$ cat config.mk
export PLATFORM = sky130hd
export DESIGN_NAME = sdf_ctrl
export DESIGN_NICKNAME = d
export VERILOG_FILES = /design/src/hdl/sdf_pkg.sv /design/src/hdl/sdf_ctrl.sv
export SDC_FILE = /design/constraint.sdc
export NUM_CORES = 1
export LEC_CHECK = 0
export BUFFER_PORTS_ARGS = -buffer_cell sky130_fd_sc_hd__buf_2
export CAP_MARGIN = 20
export CORE_MARGIN = 2
export CORE_UTILIZATION = 55
export DETAILED_ROUTE_END_ITERATION = 6
export PLACE_DENSITY = 0.85
export SLEW_MARGIN = 0
export SYNTH_ARGS = -nofsm -noshare
export SYNTH_HDL_FRONTEND = slang
export SYNTH_SLANG_ARGS = --single-unit
$ cat constraint.sdc
create_clock -name i_clk -period 1.86 [get_ports i_clk]
set_clock_uncertainty 0.15 [all_clocks]
set_input_delay 0.279 -clock i_clk [delete_from_list [all_inputs] [get_ports i_clk]]
set_output_delay 0.279 -clock i_clk [all_outputs]
set_load 0.01 [all_outputs]
$ cat src/hdl/sdf_pkg.sv
// Shared types, codes and helpers for the spring-damper force accumulator.
// No dependencies; every other file of the block except sdf_ram imports this package.
package sdf_pkg;

    localparam int NODE_W    = 10;
    localparam int MAX_NODES = 1 << NODE_W;
    localparam int DATA_W    = 32;
    localparam int PARAM_W   = 31;
    localparam int CMD_W     = 3;
    localparam int VEC_W     = 3 * DATA_W;
    localparam int FRAC_BITS = 16;
    localparam int MUL_W     = 35;
    localparam int PROD_W    = 2 * MUL_W;
    localparam int SUM_W     = 64;
    localparam int SQRT_STEPS = SUM_W / 2;
    localparam int CNT_W     = $clog2(SQRT_STEPS);
    localparam int Q_W       = FRAC_BITS + 1;
    localparam int U_W       = Q_W + 1;
    localparam int ACC_W     = 52;
    localparam int SAT_W     = 50;

    typedef logic [CMD_W-1:0] t_cmd;

    localparam t_cmd CMD_POS  = 3'd0;
    localparam t_cmd CMD_VEL  = 3'd1;
    localparam t_cmd CMD_FRC  = 3'd2;
    localparam t_cmd CMD_CONN = 3'd3;
    localparam t_cmd CMD_READ = 3'd4;

    // datapath operations issued by the controller, one per cycle
    typedef logic [4:0] t_op;

    localparam t_op OP_NOP       = 5'd0;
    localparam t_op OP_LATCH     = 5'd1;
    localparam t_op OP_LOAD_WR   = 5'd2;
    localparam t_op OP_RD_A      = 5'd3;
    localparam t_op OP_RD_B      = 5'd4;
    localparam t_op OP_DELTA     = 5'd5;
    localparam t_op OP_SQ_MUL    = 5'd6;
    localparam t_op OP_SQ_ACC    = 5'd7;
    localparam t_op OP_SQRT_INIT = 5'd8;
    localparam t_op OP_SQRT_STEP = 5'd9;
    localparam t_op OP_DIV_INIT  = 5'd10;
    localparam t_op OP_DIV_STEP  = 5'd11;
    localparam t_op OP_DIV_SAVE  = 5'd12;
    localparam t_op OP_DOT_MUL   = 5'd13;
    localparam t_op OP_DOT_ACC   = 5'd14;
    localparam t_op OP_SPR_MUL   = 5'd15;
    localparam t_op OP_SPR_SAVE  = 5'd16;
    localparam t_op OP_DMP_MUL   = 5'd17;
    localparam t_op OP_FORCE     = 5'd18;
    localparam t_op OP_FC_MUL    = 5'd19;
    localparam t_op OP_FC_SAVE   = 5'd20;
    localparam t_op OP_ACC_WR_A  = 5'd21;
    localparam t_op OP_ACC_WR_B  = 5'd22;
    localparam t_op OP_OUT_LOAD  = 5'd23;

    typedef struct packed {
        t_cmd                      command;
        logic [NODE_W-1:0]         node_a;
        logic [NODE_W-1:0]         node_b;
        logic signed [DATA_W-1:0]  value_x;
        logic signed [DATA_W-1:0]  value_y;
        logic signed [DATA_W-1:0]  value_z;
        logic [PARAM_W-1:0]        rest_length;
        logic [PARAM_W-1:0]        stiffness;
        logic [PARAM_W-1:0]        damping;
        logic                      is_broken;
    } t_in_word;

    typedef struct packed {
        logic signed [DATA_W-1:0] force_x;
        logic signed [DATA_W-1:0] force_y;
        logic signed [DATA_W-1:0] force_z;
    } t_out_word;

    typedef struct packed {
        t_op        op;
        logic [1:0] idx;
    } t_ctrl;

    typedef struct packed {
        t_cmd cmd;
        logic broken;
        logic sqrt_last;
        logic div_last;
        logic dist_zero;
        logic out_free;
    } t_stat;

    function automatic logic signed [DATA_W-1:0] sat32(input logic signed [SAT_W-1:0] v);
        logic signed [SAT_W-1:0] hi;
        logic signed [SAT_W-1:0] lo;
        hi = SAT_W'(64'sd2147483647);
        lo = SAT_W'(-64'sd2147483648);
        if (v > hi) begin
            return DATA_W'(hi);
        end else if (v < lo) begin
            return DATA_W'(lo);
        end
        return DATA_W'(v);
    endfunction

endpackage

$ cat src/hdl/sdf_ctrl.sv
// Sequencer for the force accumulator: walks each command through its datapath steps.
// Depends on sdf_pkg for operation codes and the control/status structs.
module sdf_ctrl (
    input  logic          i_clk,
    input  logic          i_rst_n,
    input  logic          i_in_valid,
    output logic          o_in_ready,
    input  sdf_pkg::t_stat i_stat,
    output sdf_pkg::t_ctrl o_ctrl
);
    import sdf_pkg::*;

    localparam logic [4:0] S_IDLE      = 5'd0;
    localparam logic [4:0] S_DECODE    = 5'd1;
    localparam logic [4:0] S_LOAD      = 5'd2;
    localparam logic [4:0] S_RD_A      = 5'd3;
    localparam logic [4:0] S_RD_B      = 5'd4;
    localparam logic [4:0] S_DELTA     = 5'd5;
    localparam logic [4:0] S_SQ_MUL    = 5'd6;
    localparam logic [4:0] S_SQ_ACC    = 5'd7;
    localparam logic [4:0] S_SQRT_INIT = 5'd8;
    localparam logic [4:0] S_SQRT      = 5'd9;
    localparam logic [4:0] S_DIST_CHK  = 5'd10;
    localparam logic [4:0] S_DIV_INIT  = 5'd11;
    localparam logic [4:0] S_DIV       = 5'd12;
    localparam logic [4:0] S_DIV_SAVE  = 5'd13;
    localparam logic [4:0] S_DOT_MUL   = 5'd14;
    localparam logic [4:0] S_DOT_ACC   = 5'd15;
    localparam logic [4:0] S_SPR_MUL   = 5'd16;
    localparam logic [4:0] S_SPR_SAVE  = 5'd17;
    localparam logic [4:0] S_DMP_MUL   = 5'd18;
    localparam logic [4:0] S_FORCE     = 5'd19;
    localparam logic [4:0] S_FC_MUL    = 5'd20;
    localparam logic [4:0] S_FC_SAVE   = 5'd21;
    localparam logic [4:0] S_ACC_RD_A  = 5'd22;
    localparam logic [4:0] S_ACC_WR_A  = 5'd23;
    localparam logic [4:0] S_ACC_RD_B  = 5'd24;
    localparam logic [4:0] S_ACC_WR_B  = 5'd25;
    localparam logic [4:0] S_RD_ISSUE  = 5'd26;
    localparam logic [4:0] S_RD_OUT    = 5'd27;

    logic [4:0] r_state, n_state;
    logic [1:0] r_idx, n_idx;
    t_op        w_op;

    always_ff @(posedge i_clk) begin
        if (!i_rst_n) begin
            r_state <= S_IDLE;
            r_idx   <= 2'd0;
        end else begin
            r_state <= n_state;
            r_idx   <= n_idx;
        end
    end

    always_comb begin
        n_state = r_state;
        n_idx   = r_idx;
        w_op    = OP_NOP;
        unique case (r_state)
            S_IDLE: begin
                if (i_in_valid) begin
                    w_op    = OP_LATCH;
                    n_state = S_DECODE;
                end
            end
            S_DECODE: begin
                unique case (i_stat.cmd) inside
                    CMD_POS, CMD_VEL, CMD_FRC: n_state = S_LOAD;
                    CMD_CONN: n_state = i_stat.broken ? S_IDLE : S_RD_A;
                    CMD_READ: n_state = S_RD_ISSUE;
                    default:  n_state = S_IDLE;
                endcase
            end
            S_LOAD: begin
                w_op    = OP_LOAD_WR;
                n_state = S_IDLE;
            end
            S_RD_A: begin
                w_op    = OP_RD_A;
                n_state = S_RD_B;
            end
            S_RD_B: begin
                w_op    = OP_RD_B;
                n_state = S_DELTA;
            end
            S_DELTA: begin
                w_op    = OP_DELTA;
                n_idx   = 2'd0;
                n_state = S_SQ_MUL;
            end
            S_SQ_MUL: begin
                w_op    = OP_SQ_MUL;
                n_state = S_SQ_ACC;
            end
            S_SQ_ACC: begin
                w_op = OP_SQ_ACC;
                if (r_idx == 2'd2) begin
                    n_state = S_SQRT_INIT;
                end else begin
                    n_idx   = r_idx + 2'd1;
                    n_state = S_SQ_MUL;
                end
            end
            S_SQRT_INIT: begin
                w_op    = OP_SQRT_INIT;
                n_state = S_SQRT;
            end
            S_SQRT: begin
                w_op = OP_SQRT_STEP;
                if (i_stat.sqrt_last) begin
                    n_state = S_DIST_CHK;
                end
            end
            S_DIST_CHK: begin
                // coincident nodes give no force
                n_idx   = 2'd0;
                n_state = i_stat.dist_zero ? S_IDLE : S_DIV_INIT;
            end
            S_DIV_INIT: begin
                w_op    = OP_DIV_INIT;
                n_state = S_DIV;
            end
            S_DIV: begin
                w_op = OP_DIV_STEP;
                if (i_stat.div_last) begin
                    n_state = S_DIV_SAVE;
                end
            end
            S_DIV_SAVE: begin
                w_op = OP_DIV_SAVE;
                if (r_idx == 2'd2) begin
                    n_idx   = 2'd0;
                    n_state = S_DOT_MUL;
                end else begin
                    n_idx   = r_idx + 2'd1;
                    n_state = S_DIV_INIT;
                end
            end
            S_DOT_MUL: begin
                w_op    = OP_DOT_MUL;
                n_state = S_DOT_ACC;
            end
            S_DOT_ACC: begin
                w_op = OP_DOT_ACC;
                if (r_idx == 2'd2) begin
                    n_state = S_SPR_MUL;
                end else begin
                    n_idx   = r_idx + 2'd1;
                    n_state = S_DOT_MUL;
                end
            end
            S_SPR_MUL: begin
                w_op    = OP_SPR_MUL;
                n_state = S_SPR_SAVE;
            end
            S_SPR_SAVE: begin
                w_op    = OP_SPR_SAVE;
                n_state = S_DMP_MUL;
            end
            S_DMP_MUL: begin
                w_op    = OP_DMP_MUL;
                n_state = S_FORCE;
            end
            S_FORCE: begin
                w_op    = OP_FORCE;
                n_idx   = 2'd0;
                n_state = S_FC_MUL;
            end
            S_FC_MUL: begin
                w_op    = OP_FC_MUL;
                n_state = S_FC_SAVE;
            end
            S_FC_SAVE: begin
                w_op = OP_FC_SAVE;
                if (r_idx == 2'd2) begin
                    n_idx   = 2'd0;
                    n_state = S_ACC_RD_A;
                end else begin
                    n_idx   = r_idx + 2'd1;
                    n_state = S_FC_MUL;
                end
            end
            S_ACC_RD_A: begin
                w_op    = OP_RD_A;
                n_state = S_ACC_WR_A;
            end
            S_ACC_WR_A: begin
                w_op    = OP_ACC_WR_A;
                n_state = S_ACC_RD_B;
            end
            S_ACC_RD_B: begin
                w_op    = OP_RD_B;
                n_state = S_ACC_WR_B;
            end
            S_ACC_WR_B: begin
                w_op    = OP_ACC_WR_B;
                n_state = S_IDLE;
            end
            S_RD_ISSUE: begin
                w_op    = OP_RD_A;
                n_state = S_RD_OUT;
            end
            S_RD_OUT: begin
                // hold until the output register is free
                if (i_stat.out_free) begin
                    w_op    = OP_OUT_LOAD;
                    n_state = S_IDLE;
                end
            end
            default: n_state = S_IDLE;
        endcase
    end

    assign o_in_ready = (r_state == S_IDLE);
    assign o_ctrl.op  = w_op;
    assign o_ctrl.idx = r_idx;

`ifndef SYNTHESIS
    a_accept_decodes: assert property (@(posedge i_clk) disable iff (!i_rst_n)
        (i_in_valid && o_in_ready) |=> (r_state == S_DECODE))
        else $error("accepted word not decoded");
    a_sqrt_holds: assert property (@(posedge i_clk) disable iff (!i_rst_n)
        (r_state == S_SQRT && !i_stat.sqrt_last) |=> (r_state == S_SQRT))
        else $error("square root left early");
    a_idx_range: assert property (@(posedge i_clk) disable iff (!i_rst_n)
        r_idx != 2'd3)
        else $error("component index out of range");
    a_save_after_div: assert property (@(posedge i_clk) disable iff (!i_rst_n)
        (r_state == S_DIV_SAVE) |-> ($past(r_state) == S_DIV))
        else $error("quotient saved without division");
`endif

endmodule

[Word-level counts from Yosys, hierarchy flattened]
Cells that the tools add are included.
Storage, ports and cells
  word-level logic and storage cells: 69
  output and inout port bits: 8
  input port bits: 11
  bits in registers: 7
Cells by class
  multiplexer cells: 18
  reduce and logical (&&, ||, !) cells: 11
  $add $sub $neg: 1
  equality and inequality tests: 37
Operator list (number)
  $pmux W5 S26: 1
  $pmux W5 S23: 1
  $eq A5 B5 Y1 const B: 12
  $eq A5 B4 Y1 const B: 8
  $mux W5: 6
  $eq A5 B3 Y1 const B: 4
  $pmux W5 S3: 1
  $eq A5 B2 Y1 const B: 2
  $ne A2 B2 Y1 const B: 5
  $reduce_or A3 Y1: 3
  $mux W2: 4
  $mux W4: 2
  $eq A3 B2 Y1 const B: 2
  $pmux W2 S3: 1
  $reduce_or A2 Y1: 3
  $eq A5 B1 Y1 const B: 1
  $logic_not A5 Y1: 1
  $reduce_and A4 Y1: 1
  $eq A3 B1 Y1 const B: 1
  $eq A3 B3 Y1 const B: 1
  $logic_not A3 Y1: 1
  $mux W3: 1
  $reduce_bool A3 Y1: 1
  $add A2 B1 Y2 const B: 1
  3 further kinds: 3

[Longest topological paths before layout]
Gate-level depths: netlist of run 1.
  depth in word-level cells: 4
  mapped depth: 7
  mapped depth without buffers: 7

[Worst setup path before layout of run 1]
Ideal clock, no wire load.
  path kind: flip-flop to output port
  start point: reg r_state[3]
  end point: out o_ctrl[3] (netlist name)
  buffers on the path: 3
  stages on the path, launching flop included: 8
  data arrival time: 1.396 ns
  path slack: 0.035 ns
  data required time: 1.431 ns
  cells stage by stage: dfxtp_1 > buf_2 > buf_2 > buf_2 > nand3_1 > a21oi_1 > a21oi_1 > o21ai_0
RTL lines
  from (decl): line sdf_ctrl.sv:42  | logic [4:0] r_state, n_state;
  from (signal assigned): line sdf_ctrl.sv:51  | r_state <= n_state;
  to (decl): line sdf_ctrl.sv:9  | output sdf_pkg::t_ctrl o_ctrl

==> results summary, run 1 <==
After layout, the minimum clock period comes to 1.99 ns. Using the TritonRoute via totals, the vias-per-cell ratio works out to 6.84. The required time of the critical path is 1.43 ns.

The routed length per placed instance came out at 19.2 microns. The die span in y is about 47 microns. The count of port buffers added during placement came out at 18. The die boundary width is around 47 microns. The total overflow reported by the global router is 0. The post-route worst hold slack came out at 0.151 ns. The type of the worst setup path is reg2out. The standard cell area after detailed placement came out at approximately 0.0013 sq mm. The total of flip-flops plus latches after synthesis came out at 7. The via count is 1540. The maximum buffer depth of the clock tree came out at 2. The tightest min-delay check is of the in2reg type. On the critical path the largest part of the delay comes from simple AND/OR/NAND/NOR gates. The power per unit of standard cell area is 1120 mW/mm^2. The total area of multi-input combinational cells came out at 855 sq um. The number of clock sinks is 7. In this run the static leakage power is 0.000645 uW. VDD sags by at most 0.829 mV. The count of endpoints failing hold in the final timing report came out at 0. The final reports fail on negative setup slack. The floorplan core area came out at 0.00173 sq mm. The utilization after layout is 88.4%.

The number of nets in the layout is 215. The worst hold path passes through 2 cells. The detail route stage leaves a number of antenna-violating nets equal to 0. The count of placed standard cells including taps is 212. The estimated wirelength of the detail-placed design is 2630 microns. The post-synth net total came out at 169. The later pin in the worst-skew pair is clocked with a latency of 0.26 ns. In the layout the commonest cells are buf_4, buf_2, a21oi_1, nor2_1. The layout-stage area growth over the synthesis result came out at 51.2%. In this run, distinct cell masters in the synthesized netlist total 44.

The worst hold path begins at i_rst_n. For this block, the routed nets add up to between 4000 and 5000 microns of wire. Max-cap violations in this run came to 0. For the final routed database, the setup TNS stands at -0.287 ns. The startpoint of the most critical register-to-register path is r_state[2]. The hold buffer count at CTS came out at 0. The die covers 0.00219 sq mm. The clock transition at the register clock pins on the worst setup and hold paths after CTS is approximately 0.07 ns. dfxtp_1 takes more of the synthesized area than any other cell. The cell count after synthesis came out at 155.

Along the worst path, the maximum fanout reaches 13. Summing the sequential cell areas from Yosys gives 13.9% of the chip area. The total of warnings raised by yosys came out at 0. After synthesis, the share of flip-flops with an asynchronous set or reset is 0%. For this run, the slowest stage of the critical path takes 0.39 ns. The max-slew headroom at the worst pin is roughly 70%. Setup repair after global routing could not meet its margin everywhere. The number of placement rows came out at 15. The first routing iteration left 156 violations. The number of antenna violations at the first check in global routing is 0. The proportion of layout cells with a drive suffix above 1 is 42.0%. TritonCTS built the clock tree. The final design area excluding fillers is about 0.0015 sq mm. The setup slack of the critical path after layout is -0.127 ns. The number of global-route vias before repair was around 1.3k. The worst setup path is launched from a register. For hold timing, the worst endpoint is r_state[3]. Entering global routing, the biggest net connects 17 pins. In the post-synthesis netlist, the biggest area contributors are dfxtp_1, a21oi_1, nor2_1, buf_2, o21ai_0.

The cell type of the slowest stage on the worst timing path is nor3_1. The worst register-to-register path ends at r_state[1]. The netlist area before placement is 0.00101 sq mm. The total inserted antenna cells came out at 0. The number of flops mapped to enable cells by yosys came out at 0.

Among all flip-flop cells after synthesis, the most frequent one is dfxtp_1. STA classifies the critical path endpoint as a primary output. The run finished, with violations left. For this design the top-level I/O count stands at 19.

The critical path contains buffers and inverters numbering 2 combined. The library cell used most frequently in the layout, excluding fill and tap cells, is buf_4. The area share of the largest cell type after synthesis is approximately 14%.

The sequential cells in the finished layout cover a total of roughly 160 sq um. The worst path arrival time is between 1.5 and 2 ns. The iteration count of the initial detailed-routing pass is 6. The number of levels the H-tree was split into came out at 1.

The register-to-register path setup slack is 0 ns. The global placer's final weighted congestion came out at approximately 0.95. The count of placed standard cells in the final layout, fillers left out came out at 225.

The final number of max-transition violations came out at 0. The overall track demand over capacity in global routing is between 30% and 40%. The worst-case reg-to-reg path depth is 5.

The slew at the pin closest to its max-slew limit came out at 0.464 ns. The master cell of the clock root buffer is clkbuf_4. The layout has 97 filler cells. The final number of setup-violating endpoints came out at 3. The initial cell density of the core is 58.5%.

The post-detailed-route DRC marker count came out at 0. Timing would allow up to 503 MHz. The global-route wire length before repair is 6070 microns. The mean cell area of the mapped netlist came out at 6.51 sq um. In the finished design, the share of the clock period the worst path needs comes to 107%. The TritonCTS buffer count came out at 3.

The signal on the critical path passes through buf_6 -> nor3_1 -> o21ai_1 -> o221ai_1 -> buf_2.
## state kept, by name, summed over array words and instances, names as in the netlist
register and flops:
r_idx 2, r_state 5
## stage by stage
step                      setup slack [ns]  power [uW]
after global routing                -0.180        1790
final                               -0.127        1710
after floorplan                     0.0355         812
after global placement              0.0248        1210
after CTS                          -0.0407        1510
after detailed placement            0.0195        1220
## synth_stat cells (all sizes together), types with 2 or more instances
cell type,count
nor2b,6
nor3b,5
and3,2
inv,8
o21ai,14
a211oi,4
nor3,9
o311ai,2
dfxtp,7
a32oi,4
a2111oi,2
o211ai,2
nand2b,4
nor4,3
nand2,8
ha,3
nor2,17
a21oi,17
a21o,3
nand3,2
buf,14
## worst max-delay path by stage
stage                           from  depth (start not counted)  slack, ns         end
after floorplan           r_state[3]                          7       0.04   o_ctrl[3]
after global placement    r_state[2]                          5       0.02  r_state[1]
after detailed placement  r_state[2]                          5       0.02  r_state[1]
after CTS                 r_state[2]                          6      -0.04   o_ctrl[2]
after global routing      r_state[2]                          5      -0.18   o_ctrl[2]
final                     r_state[3]                          5      -0.13   o_ctrl[2]
## logic make-up (layout without fill, tap and decap cells)
| logic type | after synthesis | count (layout) | share of synthesized area [%] |
|---|---|---|---|
| AO/OA/AOI/OAI | 62 | 62 | 40.5 |
| adder cells (fa/ha/maj) | 3 | 3 | 3.72 |
| buffers and inverters | 22 | 67 | 9.67 |
| flip-flops | 7 | 7 | 13.9 |
| multiplexers | 1 | 1 | 0.991 |
| AND/OR/NAND/NOR | 60 | 60 | 31.2 |
## cell type report
cell class	count	share of cell area, %
Clock buffer	4	1.72
Inverter	8	2.30
Multi-Input combinational cell	126	56.0
Sequential cell	7	10.2
Tap cell	25	2.05
Timing Repair Buffer	55	27.7
## layer usage
metal	track usage (%)	share of wire, %	up-vias
li1	-	-	679
met1	50.9	37	687
met2	59.7	45	138
met3	10.4	13	36
met4	22.2	5.0	0
met5	0	0	-
## where the power goes
group          switching, uW  internal [uW]  total, uW
Combinational            670            620       1290
Clock                   75.4           82.8        158
Sequential              73.8            193        267
Total                    819            895       1710
## what timing repair did
| action | 4_1_cts | 5_1_grt |
|---|---|---|
| gates resized for setup | 20 | 24 |
| endpoints found under the setup margin | 6 | 11 |
| pin swaps | 7 | 4 |
| buffers inserted | 10 | 1 |
Power figures use the tool's default switching activity.
==> run 2: changes to the inputs <==
--- a/config.mk
+++ b/config.mk
@@ -15,3 +15,4 @@
 export SYNTH_ARGS = -nofsm -noshare
 export SYNTH_HDL_FRONTEND = slang
 export SYNTH_SLANG_ARGS = --single-unit
+export TNS_END_PERCENT = 5
==> results summary, run 2 (synthesis results as in run 1) <==
The max-slew headroom at the worst pin came out at roughly two thirds. The proportion of layout cells with a drive suffix above 1 came out at 39.2%. The required time of the critical path is 1.43 ns. The clock tree from TritonCTS is built. In the global route stage, overall resource usage came out at 39.5%.

The number of cells on the worst reg-to-reg path is 5. The number of global-route vias before repair is 1305. The register name with the most flops is r_state. Setup repair after global routing could not meet its margin everywhere. The total of fill cells in the finished design is 109. The largest registers in the layout are r_state x5, r_idx x2. The power per unit of standard cell area came out at 1110 mW/mm^2. Buffers inserted to repair hold after CTS numbered 0.

The global placer's final weighted congestion is 0.950. The count of endpoints failing hold in the final timing report came to 0. Entering global routing, the biggest net connects 17 pins. The latest clock arrival within the worst-skew pair is 0.26 ns. The total overflow reported by the global router is 0. The end point of the worst hold path is r_state[3]. The iteration count of the initial detailed-routing pass is 4. The sum of negative setup slack came out at -0.266 ns. Setup violations remaining at the end of the flow were counted as 4. In this run the tool buffered the top-level ports with 18 buffer cells. For this block, the routed nets add up to 4080 microns of wire. Counting both buffers and inverters, the worst setup path holds a total of 3. The number of nets in the layout came out at 214. The number of placement rows came out at 15. The worst register-to-register path begins at r_state[2]. The remaining number of nets flagged by the antenna check after routing is 0. The worst-case setup slack after placement is 0.0195 ns. The delay of the slowest critical-path stage came out at about 0.40 ns. The post-detailed-route DRC marker count is 0. For this design the top-level I/O count stands at 19.

The initial cell density of the core is about three fifths. The final number of max-transition violations is 0. The run finished, with violations left. The final reports fail on negative setup slack. Of all nets on the critical path, the largest fanout is 8. The leakage power of the design came out at 0.000632 uW.

The number of antenna violations at the first check in global routing came out at 0. Among cell families on the critical path, the largest total delay comes from buffers and inverters. The worst setup path is launched from a register. The post-route worst hold slack came out at 0.151 ns. The die span in y is ~47 microns. The layout-stage area growth over the synthesis result is 46.8%.

The maximum achievable frequency came out at 514 MHz. The die is 46.8 microns wide. The via density per instance is 6.76. The setup path with the least slack is of type reg2out.

The critical hold path startpoint is i_rst_n. The routed length per placed instance is 18.2 microns. The number of levels the H-tree was split into came out at 1.

The time the worst path needs with I/O delays and setup is 1.94 ns. Detailed placement finished with a half-perimeter wire length of 2630 microns. The utilization after layout is 85.9%. Traced cell by cell, the critical path runs through buf_6 -> nor2b_2 -> buf_4 -> a21o_1 -> a21oi_1 -> o21ai_1 -> buf_2. The global-route wire length before repair came out at 6090 microns. The setup slack of the critical path after layout came out at -0.0843 ns. The slowest stage of the critical path belongs to the cell dfxtp_4. At the worst endpoint, the arrival time is roughly 1.5 ns.

The count of maximum capacitance violations came out at 0. The floorplan core area came out at 0.00173 sq mm. The worst voltage drop across the vdd grid is 0.776 mV. The slew at the pin closest to its max-slew limit came out at ~0.49 ns.

The register-to-register path setup slack is 0.02 ns. The master cell of the clock root buffer is clkbuf_4. The worst hold path depth came out at 2. Leaving out fill and tap cells, the most frequent cell in the layout is buf_4. The endpoint of the lowest-slack register-to-register path is r_state[1]. The initial DRC count is between 100 and 150. The critical path endpoint category is a primary output. In the layout the commonest cells are buf_4, buf_2, a21oi_1, nor2_1.

The number of clock sinks is 7. Counting the buffers created by CTS gives 3. Clock-pin slew was measured on the worst setup and hold paths at 0.07 ns. The via count is 1514. Of the available clock period, the critical path in the final layout requires 105%. The maximum buffer depth of the clock tree is 2. The total inserted antenna cells is 0.

The die outline area is 0.00219 sq mm. The type of the most critical hold path is in2reg. The number of flip-flops under the largest register name came out at 5.
[run 2: power breakdown]
part           internal, uW  leakage, uW  switching, uW  total [uW]
sequential              192    0.0000598           74.9         267
combinational           594     0.000557            627        1220
clock                  82.7    0.0000150           72.9         156
total                   869     0.000632            775        1640
[run 2: what timing repair did]
action                                  CTS  global route
buffers inserted                         10             0
gates resized for setup                  20            14
pin swaps                                 7             4
endpoints found under the setup margin    6            11
[run 2: layout make-up]
class,count,area (sq um),area share [%]
clock buffers,4,26.3,1.77
inverters,8,32.5,2.19
multi-input cells,126,830,55.9
flip-flops and latches,7,155,10.5
well taps,25,31.3,2.11
repair buffers,54,408,27.5
[run 2: layer usage]
layer / track usage (%) / share of wire [%]
met5: 0 / 0
met4: 22.2 / 4.9
met3: 10.4 / 11
met2: 60.3 / 44
met1: 50.5 / 40
[run 2: worst register-to-register path: stages, from the launching register on]
cell     delay [ns]
dfxtp_4        0.37
buf_4          0.16
or3_4          0.40
nor4_1         0.34
nor3_1         0.10
o221a_1        0.23
[run 2: worst max path at each step]
stage | startpoint | end | cells past startpoint
after global placement | r_state[2] | r_state[1] | 5
after CTS | r_state[2] | o_ctrl[2] | 6
after detailed placement | r_state[2] | r_state[1] | 5
after floorplan | r_state[3] | o_ctrl[3] | 7
after global routing | r_state[4] | o_ctrl[3] | 6
final | r_state[3] | o_ctrl[3] | 7
[run 2: per-stage QoR]
step	instance area [sq um]	std cells	total power, uW
global route	1480	224	1740
floorplan	1010	155	812
detailed placement	1290	212	1220
finish	1480	224	1640
CTS	1440	224	1510
global placement	1290	212	1210
